### src/hdl/slcd_pkg.sv
// Shared types and constants for the sync, length and checksum deframer.
package slcd_pkg;

    localparam int DEFAULT_BUFFER_DEPTH = 256;

    localparam int BYTE_W = 8;
    localparam int KIND_W = 2;
    localparam int APB_ADDR_W = 3;
    localparam int APB_DATA_W = 32;
    localparam int IN_DATA_W = 16;
    localparam int OUT_DATA_W = 24;

    localparam logic [KIND_W-1:0] KIND_BYTE = 2'd0;
    localparam logic [KIND_W-1:0] KIND_RELEASE = 2'd1;
    localparam logic [KIND_W-1:0] KIND_READ = 2'd2;

    localparam logic [0:0] REG_MAX_FRAME_LENGTH = 1'b0;
    localparam logic [BYTE_W-1:0] MAX_FRAME_LENGTH_RESET = 8'hFF;

    typedef struct packed {
        logic              wr_en;
        logic [BYTE_W-1:0] wr_addr;
        logic [BYTE_W-1:0] wr_data;
        logic              frame_ready;
        logic [BYTE_W-1:0] payload_length;
    } slcd_status_t;

endpackage

### src/hdl/slcd_parser.sv
// Frame parser: header, length, payload count and checksum state machine.
module slcd_parser
(
    input  logic                          clk,
    input  logic                          rst_n,
    input  logic                          take,
    input  logic [slcd_pkg::KIND_W-1:0]   kind,
    input  logic [slcd_pkg::BYTE_W-1:0]   rx_byte,
    input  logic [slcd_pkg::BYTE_W-1:0]   max_frame_length,
    output slcd_pkg::slcd_status_t        status
);

    localparam logic [2:0] PH_WAIT_H1 = 3'd0;
    localparam logic [2:0] PH_WAIT_H2 = 3'd1;
    localparam logic [2:0] PH_LENGTH = 3'd2;
    localparam logic [2:0] PH_PAYLOAD = 3'd3;
    localparam logic [2:0] PH_CHECK = 3'd4;
    localparam logic [2:0] PH_HOLD = 3'd5;

    localparam logic [slcd_pkg::BYTE_W-1:0] SYNC_BYTE = 8'hFF;
    localparam logic [slcd_pkg::BYTE_W-1:0] ZERO_BYTE = 8'h00;
    // Wrapped sum of the two sync bytes.
    localparam logic [slcd_pkg::BYTE_W-1:0] SYNC_SUM = 8'hFE;

    logic [2:0]                    phase_reg;
    logic [2:0]                    phase_next;
    logic [slcd_pkg::BYTE_W-1:0]   expected_reg;
    logic [slcd_pkg::BYTE_W-1:0]   expected_next;
    logic [slcd_pkg::BYTE_W-1:0]   received_reg;
    logic [slcd_pkg::BYTE_W-1:0]   received_next;
    logic [slcd_pkg::BYTE_W-1:0]   sum_reg;
    logic [slcd_pkg::BYTE_W-1:0]   sum_next;
    logic [slcd_pkg::BYTE_W-1:0]   received_inc;
    logic                          byte_in;

    assign byte_in = take && (kind == slcd_pkg::KIND_BYTE);
    assign received_inc = received_reg + 8'd1;

    always_comb
    begin
        phase_next = phase_reg;
        expected_next = expected_reg;
        received_next = received_reg;
        sum_next = sum_reg;
        if (take)
        begin
            case (kind)
                slcd_pkg::KIND_BYTE:
                begin
                    case (phase_reg)
                        PH_WAIT_H1:
                        begin
                            if (rx_byte == SYNC_BYTE)
                            begin
                                phase_next = PH_WAIT_H2;
                            end
                        end
                        PH_WAIT_H2:
                        begin
                            phase_next = (rx_byte == SYNC_BYTE) ? PH_LENGTH : PH_WAIT_H1;
                        end
                        PH_LENGTH:
                        begin
                            if ((rx_byte == ZERO_BYTE) || (rx_byte > max_frame_length))
                            begin
                                phase_next = PH_WAIT_H1;
                            end
                            else
                            begin
                                expected_next = rx_byte - 8'd1;
                                received_next = ZERO_BYTE;
                                sum_next = SYNC_SUM + rx_byte;
                                phase_next = (rx_byte == 8'd1) ? PH_CHECK : PH_PAYLOAD;
                            end
                        end
                        PH_PAYLOAD:
                        begin
                            received_next = received_inc;
                            sum_next = sum_reg + rx_byte;
                            if (received_inc == expected_reg)
                            begin
                                phase_next = PH_CHECK;
                            end
                        end
                        PH_CHECK:
                        begin
                            phase_next = (sum_reg == rx_byte) ? PH_HOLD : PH_WAIT_H1;
                        end
                        default:
                        begin
                            phase_next = phase_reg;
                        end
                    endcase
                end
                slcd_pkg::KIND_RELEASE:
                begin
                    phase_next = PH_WAIT_H1;
                end
                default:
                begin
                    phase_next = phase_reg;
                end
            endcase
        end
    end

    always_ff @(posedge clk or negedge rst_n)
    begin
        if (!rst_n)
        begin
            phase_reg <= PH_WAIT_H1;
            expected_reg <= '0;
            received_reg <= '0;
            sum_reg <= '0;
        end
        else
        begin
            phase_reg <= phase_next;
            expected_reg <= expected_next;
            received_reg <= received_next;
            sum_reg <= sum_next;
        end
    end

    assign status.wr_en = byte_in && (phase_reg == PH_PAYLOAD);
    assign status.wr_addr = received_reg;
    assign status.wr_data = rx_byte;
    assign status.frame_ready = (phase_next == PH_HOLD);
    assign status.payload_length = (phase_next == PH_HOLD) ? expected_next : ZERO_BYTE;

endmodule

### src/hdl/sync_length_checksum_deframer.sv
// Top level of the sync, length and checksum deframer with payload store.
//
// Items arrive on the s_ stream: s_tuser carries the kind (received byte,
// release of a held frame, or payload read) and s_tdata the byte and the
// read index. Every transfer in gives exactly one transfer out on the m_
// stream, carrying the held-frame flag, the payload length and read data.
// The frame state is updated in the cycle of the input transfer; the result
// reaches m_tvalid through a result register that also holds the registered
// payload store read, and then through an output register.
// One item is taken per cycle while the receiver keeps m_tready high.
// When the receiver stalls, the result register still takes one further
// item before s_tready drops; nothing is lost or repeated.
// The APB port sets the largest accepted length byte; the user must write it
// only while the block is idle, which the block itself does not enforce.
// Reset clears the frame state and both output stages and sets the maximum
// length to 255; the payload store is not cleared, and reading a position
// that was never written gives no defined value.
module sync_length_checksum_deframer
#(
    parameter int BUFFER_DEPTH = slcd_pkg::DEFAULT_BUFFER_DEPTH
)
(
    input  logic                              clk,
    input  logic                              rst_n,
    input  logic                              s_tvalid,
    output logic                              s_tready,
    input  logic [slcd_pkg::IN_DATA_W-1:0]    s_tdata,   // rx_byte, read_index
    input  logic [slcd_pkg::KIND_W-1:0]       s_tuser,   // kind
    output logic                              m_tvalid,
    input  logic                              m_tready,
    output logic [slcd_pkg::OUT_DATA_W-1:0]   m_tdata,   // frame_ready, payload_length, read_data
    input  logic                              psel,
    input  logic                              penable,
    input  logic                              pwrite,
    input  logic [slcd_pkg::APB_ADDR_W-1:0]   paddr,
    input  logic [slcd_pkg::APB_DATA_W-1:0]   pwdata,
    output logic [slcd_pkg::APB_DATA_W-1:0]   prdata,
    output logic                              pready
);

    localparam int AW = (BUFFER_DEPTH > 1) ? $clog2(BUFFER_DEPTH) : 1;
    localparam logic [slcd_pkg::BYTE_W:0] DEPTH_LIMIT = (slcd_pkg::BYTE_W + 1)'(BUFFER_DEPTH);

    logic [slcd_pkg::BYTE_W-1:0]   max_len_reg;
    logic                          cfg_write;

    logic                          accept;
    logic                          advance;
    logic                          s1_move;
    logic [slcd_pkg::KIND_W-1:0]   kind;
    logic [slcd_pkg::BYTE_W-1:0]   rx_byte;
    logic [slcd_pkg::BYTE_W-1:0]   read_index;
    slcd_pkg::slcd_status_t        status;

    logic [slcd_pkg::BYTE_W-1:0]   store [BUFFER_DEPTH];
    logic                          wr_in_range;
    logic                          rd_valid;

    logic                          s1_valid_reg;
    logic                          s1_valid_next;
    logic                          s1_ready_reg;
    logic [slcd_pkg::BYTE_W-1:0]   s1_len_reg;
    logic                          s1_rd_ok_reg;
    logic [slcd_pkg::BYTE_W-1:0]   rd_data_reg;
    logic [slcd_pkg::BYTE_W-1:0]   read_data;

    logic                          m_valid_reg;
    logic                          m_valid_next;
    logic [slcd_pkg::OUT_DATA_W-1:0] m_data_reg;

    assign pready = 1'b1;
    assign cfg_write = psel && penable && pwrite && pready
                       && (paddr[2] == slcd_pkg::REG_MAX_FRAME_LENGTH);
    assign prdata = (paddr[2] == slcd_pkg::REG_MAX_FRAME_LENGTH)
                    ? {{(slcd_pkg::APB_DATA_W - slcd_pkg::BYTE_W){1'b0}}, max_len_reg}
                    : '0;

    always_ff @(posedge clk or negedge rst_n)
    begin
        if (!rst_n)
        begin
            max_len_reg <= slcd_pkg::MAX_FRAME_LENGTH_RESET;
        end
        else if (cfg_write)
        begin
            max_len_reg <= pwdata[slcd_pkg::BYTE_W-1:0];
        end
    end

    assign kind = s_tuser;
    assign rx_byte = s_tdata[slcd_pkg::BYTE_W-1:0];
    assign read_index = s_tdata[2*slcd_pkg::BYTE_W-1:slcd_pkg::BYTE_W];

    assign advance = !m_valid_reg || m_tready;
    assign s1_move = s1_valid_reg && advance;
    assign s_tready = !s1_valid_reg || advance;
    assign accept = s_tvalid && s_tready;

    slcd_parser u_parser
    (
        .clk              (clk),
        .rst_n            (rst_n),
        .take             (accept),
        .kind             (kind),
        .rx_byte          (rx_byte),
        .max_frame_length (max_len_reg),
        .status           (status)
    );

    assign wr_in_range = ({1'b0, status.wr_addr} < DEPTH_LIMIT);
    assign rd_valid = (kind == slcd_pkg::KIND_READ) && ({1'b0, read_index} < DEPTH_LIMIT);

    always_ff @(posedge clk)
    begin
        if (status.wr_en && wr_in_range)
        begin
            store[status.wr_addr[AW-1:0]] <= status.wr_data;
        end
        if (accept && rd_valid)
        begin
            rd_data_reg <= store[read_index[AW-1:0]];
        end
    end

    always_ff @(posedge clk)
    begin
        if (accept)
        begin
            s1_ready_reg <= status.frame_ready;
            s1_len_reg <= status.payload_length;
            s1_rd_ok_reg <= rd_valid;
        end
        if (s1_move)
        begin
            m_data_reg <= {{(slcd_pkg::OUT_DATA_W - 2*slcd_pkg::BYTE_W - 1){1'b0}},
                           read_data, s1_len_reg, s1_ready_reg};
        end
    end

    assign read_data = s1_rd_ok_reg ? rd_data_reg : '0;

    always_comb
    begin
        s1_valid_next = s1_valid_reg;
        if (accept)
        begin
            s1_valid_next = 1'b1;
        end
        else if (s1_move)
        begin
            s1_valid_next = 1'b0;
        end
        m_valid_next = m_valid_reg;
        if (s1_move)
        begin
            m_valid_next = 1'b1;
        end
        else if (m_tready)
        begin
            m_valid_next = 1'b0;
        end
    end

    always_ff @(posedge clk or negedge rst_n)
    begin
        if (!rst_n)
        begin
            s1_valid_reg <= 1'b0;
            m_valid_reg <= 1'b0;
        end
        else
        begin
            s1_valid_reg <= s1_valid_next;
            m_valid_reg <= m_valid_next;
        end
    end

    assign m_tvalid = m_valid_reg;
    assign m_tdata = m_data_reg;

endmodule
### config.mk
export PLATFORM = sky130hd
export DESIGN_NAME = sync_length_checksum_deframer
export DESIGN_NICKNAME = d
export VERILOG_FILES = /design/src/hdl/slcd_pkg.sv /design/src/hdl/slcd_parser.sv /design/src/hdl/sync_length_checksum_deframer.sv
export SDC_FILE = /design/constraint.sdc
export NUM_CORES = 2
export LEC_CHECK = 0
export BUFFER_PORTS_ARGS = -buffer_cell sky130_fd_sc_hd__buf_2
export CAP_MARGIN = 20
export CORE_UTILIZATION = 45
export CTS_CLUSTER_SIZE = 24
export DETAILED_ROUTE_END_ITERATION = 12
export GPL_ROUTABILITY_DRIVEN = 0
export PLACE_DENSITY = 0.63
export SLEW_MARGIN = 10
export SYNTH_ARGS = -nofsm -noshare
export SYNTH_HDL_FRONTEND = slang
export SYNTH_SLANG_ARGS = --single-unit
### constraint.sdc
create_clock -name clk -period 3.79 [get_ports clk]
set_input_delay 0.5685 -clock clk [delete_from_list [all_inputs] [get_ports clk]]
set_output_delay 0.5685 -clock clk [all_outputs]
set_load 0.01 [all_outputs]
Word-level counts from Yosys, hierarchy flattened:

Memory sizes are Yosys's and may differ from the RTL's. A register that Yosys moved wholly into a read port is not among the register bits.
Index checks and enable logic that the tools add are counted.

* $add $sub $neg: 4
* magnitude comparators: 1
* equal/unequal tests: 12
* muxes and demuxes: 24
* bitwise logic cells: 1
* reductions and logical operators: 20

Operators with widths (count)
* two-way mux 8 bit: 7
* one-hot mux 8 bit (2 select lines): 2
* two-way mux 3 bit: 6
* == test 8 bit: 2
* one-hot mux 3 bit (5 select lines): 1
* adder 8 x 1 -> 8 bit, second input constant: 1
* adder 8 bit: 1
* adder 8 bit, first input constant: 1
* == test 8 x 1 -> 1 bit, second input constant: 1
* == test 8 bit, second input constant: 1
* > comparator 8 bit: 1
* logical AND 1 bit: 8
* logical NOT 8 bit: 1
* subtractor 8 x 1 -> 8 bit, second input constant: 1
* == test 3 x 2 -> 1 bit, second input constant: 2
* == test 3 bit, second input constant: 2
* two-way mux 1 bit: 6
* one-hot mux 3 bit (2 select lines): 1
* nonzero test 2 bit: 3
* AND reduction 4 bit: 1
* == test 3 x 1 -> 1 bit, second input constant: 1
* logical NOT 3 bit: 1
* logical OR 1 bit: 3
* == test 2 x 1 -> 1 bit, second input constant: 1
* other kinds (6): 7

* register bits: 64
* RAM bits: 2048
* output and inout bits: 59
* logic and storage cells: 75
* memories: 1

Memory list
* store: words 256, bits a word 8, rd ports 1, clocked after memory_dff 1, write ports 1, line sync_length_checksum_deframer.sv:55 `logic [slcd_pkg::BYTE_W-1:0] store [BUFFER_DEPTH];`

Depth between registers and ports, before layout:

* depth after elaboration: 8
* gate-level depth with buffers: 12
* gate-level depth less buffers: 10

Modules after synthesis:

A second synthesis with hierarchy kept.

* cells, all modules: 4148
* area total of the unflattened synthesis: 83995.6 um^2

Modules (own cells, without submodules)
* sync_length_checksum_deframer: instances 1, cells an instance 3846, area an instance 81436.9 um^2, sequential area each 62810.2 um^2
* slcd_parser: instances 1, cells an instance 302, area an instance 2558.7 um^2, sequential area each 675.6 um^2

Worst setup path after synthesis:

Ideal clock, no wire load.

* kind: input to register
* start: input port m_tready
* end: memory store[100][0] (netlist bit), enable pin
* setup time: 370 ps
* arrival time: 2568 ps
* data required time: 3420 ps
* path slack: 852 ps
* cell stages on the path: 9
* cell sequence: and3b_1 -> or3_1 -> clkbuf_1 -> nor3_2 -> nand2_1 -> nor2_1 -> nand2_1 -> clkbuf_1 -> nor2_1

* cells in the longest elaborated chain, start to end: 7

RTL lines
* start, declared: line sync_length_checksum_deframer.sv:30 `input logic m_tready,`
* logical OR 1 bit: line sync_length_checksum_deframer.sv:94 `assign advance = !m_valid_reg || m_tready;`
* logical OR 1 bit: line sync_length_checksum_deframer.sv:96 `assign s_tready = !s1_valid_reg || advance;`
* logical AND 1 bit: line sync_length_checksum_deframer.sv:97 `assign accept = s_tvalid && s_tready;`
* logical AND 1 bit: line slcd_parser.sv:36 `assign byte_in = take && (kind == slcd_pkg::KIND_BYTE);`
* logical AND 1 bit: line slcd_parser.sv:125 `assign status.wr_en = byte_in && (phase_reg == PH_PAYLOAD);`
* two-way mux 1 bit: line sync_length_checksum_deframer.sv:115 `if (status.wr_en && wr_in_range)`
* two-way mux 1 bit (implied by the code): line sync_length_checksum_deframer.sv:117 `store[status.wr_addr[AW-1:0]] <= status.wr_data;`
* end, declared: line sync_length_checksum_deframer.sv:55

No other way between the ends.

Worst setup path in the final report:

* start: register max_len_reg[7] (netlist bit)
* end: register s1_len_reg[7] (netlist bit), data pin

* elaborated cells between the ends (all ways): 11
* classes of those cells: 1 x order compare; 1 x eq/ne; 8 x mux; 1 x reduce/logical

RTL lines
* start, declared: line sync_length_checksum_deframer.sv:44 `logic [slcd_pkg::BYTE_W-1:0] max_len_reg;`
* start signal, assigned: line sync_length_checksum_deframer.sv:82 `max_len_reg <= slcd_pkg::MAX_FRAME_LENGTH_RESET;`
* start signal, assigned: line sync_length_checksum_deframer.sv:86 `max_len_reg <= pwdata[slcd_pkg::BYTE_W-1:0];`
* > comparator 8 bit: line slcd_parser.sv:64 `if ((rx_byte == ZERO_BYTE) || (rx_byte > max_frame_length))`
* logical OR 1 bit: line slcd_parser.sv:64
* two-way mux 8 bit: line slcd_parser.sv:64
* two-way mux 8 bit: line slcd_parser.sv:50 `case (phase_reg)`
* two-way mux 8 bit: line slcd_parser.sv:47 `case (kind)`
* two-way mux 8 bit: line slcd_parser.sv:45 `if (take)`
* via u_parser.expected_next (one bit): line slcd_parser.sv:28 `logic [slcd_pkg::BYTE_W-1:0] expected_next;`
* end signal, assigned: line sync_length_checksum_deframer.sv:130 `s1_len_reg <= status.payload_length;`
* end, declared: line sync_length_checksum_deframer.sv:62 `logic [slcd_pkg::BYTE_W-1:0] s1_len_reg;`

The timed path passes the listed nets, and every way through them passes these cells.
A chain may end at the register's enable or synchronous reset.

==> results.json <==
{
  "worst_skew_pair.late_latency_ns": 0.84,
  "power_switching_mw": 10.1,
  "drtIter0Drc": 4779,
  "finalSetupViolCount": 0,
  "p_seq_share_pct": 54.1,
  "flip_flop_count_of_the_largest_register_all_copies_and_words_added": 2048,
  "cts_sinks": 2120,
  "wl_per_cell_um": 28.0,
  "worst_setup_hold_path_clk_slew_ns": 0.06,
  "instances_no_fill": 7136,
  "max_cap_violations": 0,
  "synth.cell_area_um2": 83000,
  "number_of_buffers_inserted_during_clock_tree_synthesis": 207,
  "p_sw_share_pct": 21.1,
  "ctsRootBufferMaster": "clkbuf_16",
  "cell_internal_pwr_mw": 37.7,
  "power_density_nw_per_um2": 500,
  "worst_path_max_stage_delay_ns": 0.53,
  "crit_path_end_kind": "flip-flop",
  "drtPass1Iterations": 5,
  "cts_hold_repair.buffers": 12,
  "synth_top_flop_cell": "edfxtp_1",
  "critPathSlowestCell": "dfstp_2",
  "port_buffers": 60,
  "ys_async_sr_fraction_pct": 1.75,
  "post_cts_resized": 0,
  "criticalPathCategory": "reg -> reg",
  "beginning_of_the_worst_hold_path": "s_tuser[0]",
  "grt_pass1_vias": 41900,
  "syn2layout_area_growth_pct": 15.1,
  "antenna_violations_before_repair": 9,
  "postSynthAreaPerCell_um2": 20.8,
  "timing_worst_slew_pin_value_ns": 1.11,
  "peakVddDrop_uv": 475,
  "worst_hold_path.num_cells": 2,
  "finalCoreUtilization_pct": 52.1,
  "synth-warning-count": 0,
  "yosys.cell_types.count": 73,
  "tritoncts": "built",
  "synth-seq-cells": 2120,
  "timing.final.crit_share_pct": 80.7,
  "die-area_um2": 186000,
  "post_route_setup_tns_ns": 0,
  "synth_largest_type_area_fraction_pct": 75.4,
  "clock_skew_ns": 0.0259,
  "path_length_in_cells_of_the_critical_path": 8,
  "netlist_top_cells_area": "edfxtp_1 75%, mux4_2 13%, nor2_1 1.4%, mux2i_1 0.94%, a22oi_1 0.92%",
  "status": "complete, no violations",
  "worst_slew_margin_rel_pct": 26.3,
  "dp_slack_ns": 0.126,
  "synth_enable_flop_cells": 2083,
  "cp_data_required_time_ns": 4.39,
  "reg2reg_from": "max_len_reg[7]$_DFFE_PN1P_",
  "cts_buffer_depth": 3,
  "final_ws_setup_ns": 0.732,
  "grt_pass1_wl_um": 290000,
  "grt_start_max_net_pins": 197,
  "post_cts_buffers": 0,
  "timing.reg2reg.worst_path_depth": 8,
  "unrepaired_setup_endpoints_after_global_routing": "false",
  "hp-class": "in -> reg",
  "gr-total-overflow": 0,
  "syn-instance-count": 3997,
  "total_core_area_um2": 183000,
  "placement_rows": 157,
  "via_per_inst": 5.85,
  "top_level_port_count": 119,
  "power.share.clock_pct": 41.0,
  "dp.final_hpwl_um": 125000,
  "layout-drive-gt1-share_pct": 28.2,
  "fmax_mhz": 327,
  "design.final.nets": 4583,
  "cp.arrival_ns": 3.66,
  "whs_endpoint": "s1_rd_ok_reg$_DFFE_PP_",
  "drc": 0,
  "post-place-cells": 6738,
  "crit_chain": "inv_1, ha_1, nand4_1, o21a_1, nor3b_1, nand3_1, mux2_2, nor2b_2",
  "initial_core_util_pct": 45.3,
  "power.static_leakage_nw": 30.7,
  "route.final.wire_length_um": 200000,
  "route.vias.total": 41700,
  "synth.largest_area_cell": "edfxtp_1",
  "seq_area_frac_synth_pct": 76.5,
  "fp.dieW_um": 431,
  "die_h_um": 431,
  "cts_max_level": 4,
  "reg2reg_setup_slack_ns": 0.73,
  "antenna_left": 0,
  "slew_violations": 0,
  "largest_fanout_of_any_net_on_the_critical_path": 10,
  "hold-worst-slack_ns": 0.106,
  "worstSetupStartpointType": "flip-flop",
  "total_routing_resource_utilization_after_global_routing_pct": 21.6,
  "reg2reg_to": "s1_len_reg[7]$_SDFFCE_PP0P_",
  "critical_path_buf_inv_count": 1,
  "cpLargestDelayFamily": "simple AND/OR/NAND/NOR gates",
  "hold_viol_final": 0,
  "period_minus_slack_ns": 3.06,
  "combinational_group_share_of_total_power_pct": 4.9
}
-- routing by layer --
metal | vias up | share of wire (%) | GRT usage, %
met4 | 0 | 2.5 | 6.17
met2 | 1739 | 48 | 34.1
li1 | 17600 | - | -
met5 | - | 0 | 0
met1 | 22200 | 42 | 31.4
met3 | 287 | 7.6 | 3.09
-- cell usage in the layout (no fill, tap or decap), types with 26 or more instances in the layout --
master,n
a21oi_1,52
a22oi_1,102
buf_12,40
buf_2,50
buf_4,410
clkbuf_1,53
clkbuf_16,208
clkinv_1,56
clkinv_2,34
conb_1,32
dfrtp_1,29
edfxtp_1,2083
mux2i_1,78
mux4_2,479
nand2_1,87
nand3_1,26
nor2_1,308
o22ai_1,109
-- power by group through the flow --
stage	clock network (mW)	logic (mW)	registers (mW)
after floorplan	0	1.26	26.3
after global placement	0	2.28	26.3
after detailed placement	0	2.32	26.3
after CTS	19.9	2.34	25.8
after global routing	20.7	2.47	25.8
final	19.6	2.32	25.8
-- worst max path at each step --
stage                                             end                        from
after floorplan               store[100][0]$_DFFE_PP_                    m_tready
after global placement       rd_data_reg[0]$_DFFE_PP_                  s_tdata[8]
after detailed placement     rd_data_reg[4]$_DFFE_PP_                 s_tdata[10]
after CTS                 s1_len_reg[7]$_SDFFCE_PP0P_  max_len_reg[1]$_DFFE_PN1P_
after global routing      s1_len_reg[7]$_SDFFCE_PP0P_  max_len_reg[7]$_DFFE_PN1P_
final                     s1_len_reg[7]$_SDFFCE_PP0P_  max_len_reg[7]$_DFFE_PN1P_
-- worst reg2reg max path, delay by kind of cell (launching register included) --
family,cells,cell delay [ns]
simple gates,4,1.19
flops,1,0.53
fa+ha+maj,1,0.32
mux,1,0.47
buf+inv,1,0.07
compound gates,1,0.26
-- metrics by stage --
stage               power [mW]  instance area [µm²]
floorplan                 27.6                83100
global placement          28.6                88900
detailed placement        28.7                88900
CTS                       48.1                95400
global route              49.0                95500
finish                    47.7                95500
-- logic make-up after synthesis --
family	count (synthesis)	synth area share [%]
adder cells (fa/ha/maj)	26	0.401
buffers and inverters	284	2.02
other	2	0.00905
flip-flops	2120	76.5
AO/OA/AOI/OAI	400	3.33
XOR/XNOR	28	0.329
multiplexers	577	14.3
AND/OR/NAND/NOR	560	3.10
-- cells in the mapped netlist, types with 5 or more instances --
cell type,number
or4_1,8
o21ai_0,20
nand4_1,9
nor4_1,21
dfstp_2,8
and2_1,14
mux2_2,16
xnor2_1,21
nor2_1,310
buf_2,64
inv_1,21
clkbuf_1,95
ha_1,25
xor2_1,5
nand2_1,88
a221oi_1,15
nor2b_2,6
and3_1,9
a22oi_1,102
nand2b_1,12
a31oi_1,6
nand3b_1,5
o31ai_1,8
a21oi_1,52
mux4_2,479
dfrtp_1,29
nand3_1,26
a211o_1,10
nor3_1,9
buf_6,32
nor3b_1,5
o22ai_1,109
mux2i_1,78
a211oi_1,25
edfxtp_1,2083
a22o_1,18
buf_4,65
o211ai_1,16
nor2b_1,14
-- layout make-up --
cell class / count / area, µm²
fillers: 14400 / 87600
flip-flops and latches: 2120 / 63500
multi-input cells: 1623 / 18000
clock buffers: 261 / 5400
repair buffers: 524 / 4440
well taps: 2464 / 3080
clock inverters: 120 / 1000
inverters: 21 / 78.8
diodes: 3 / 7.51
Power figures use the tool's default switching activity.
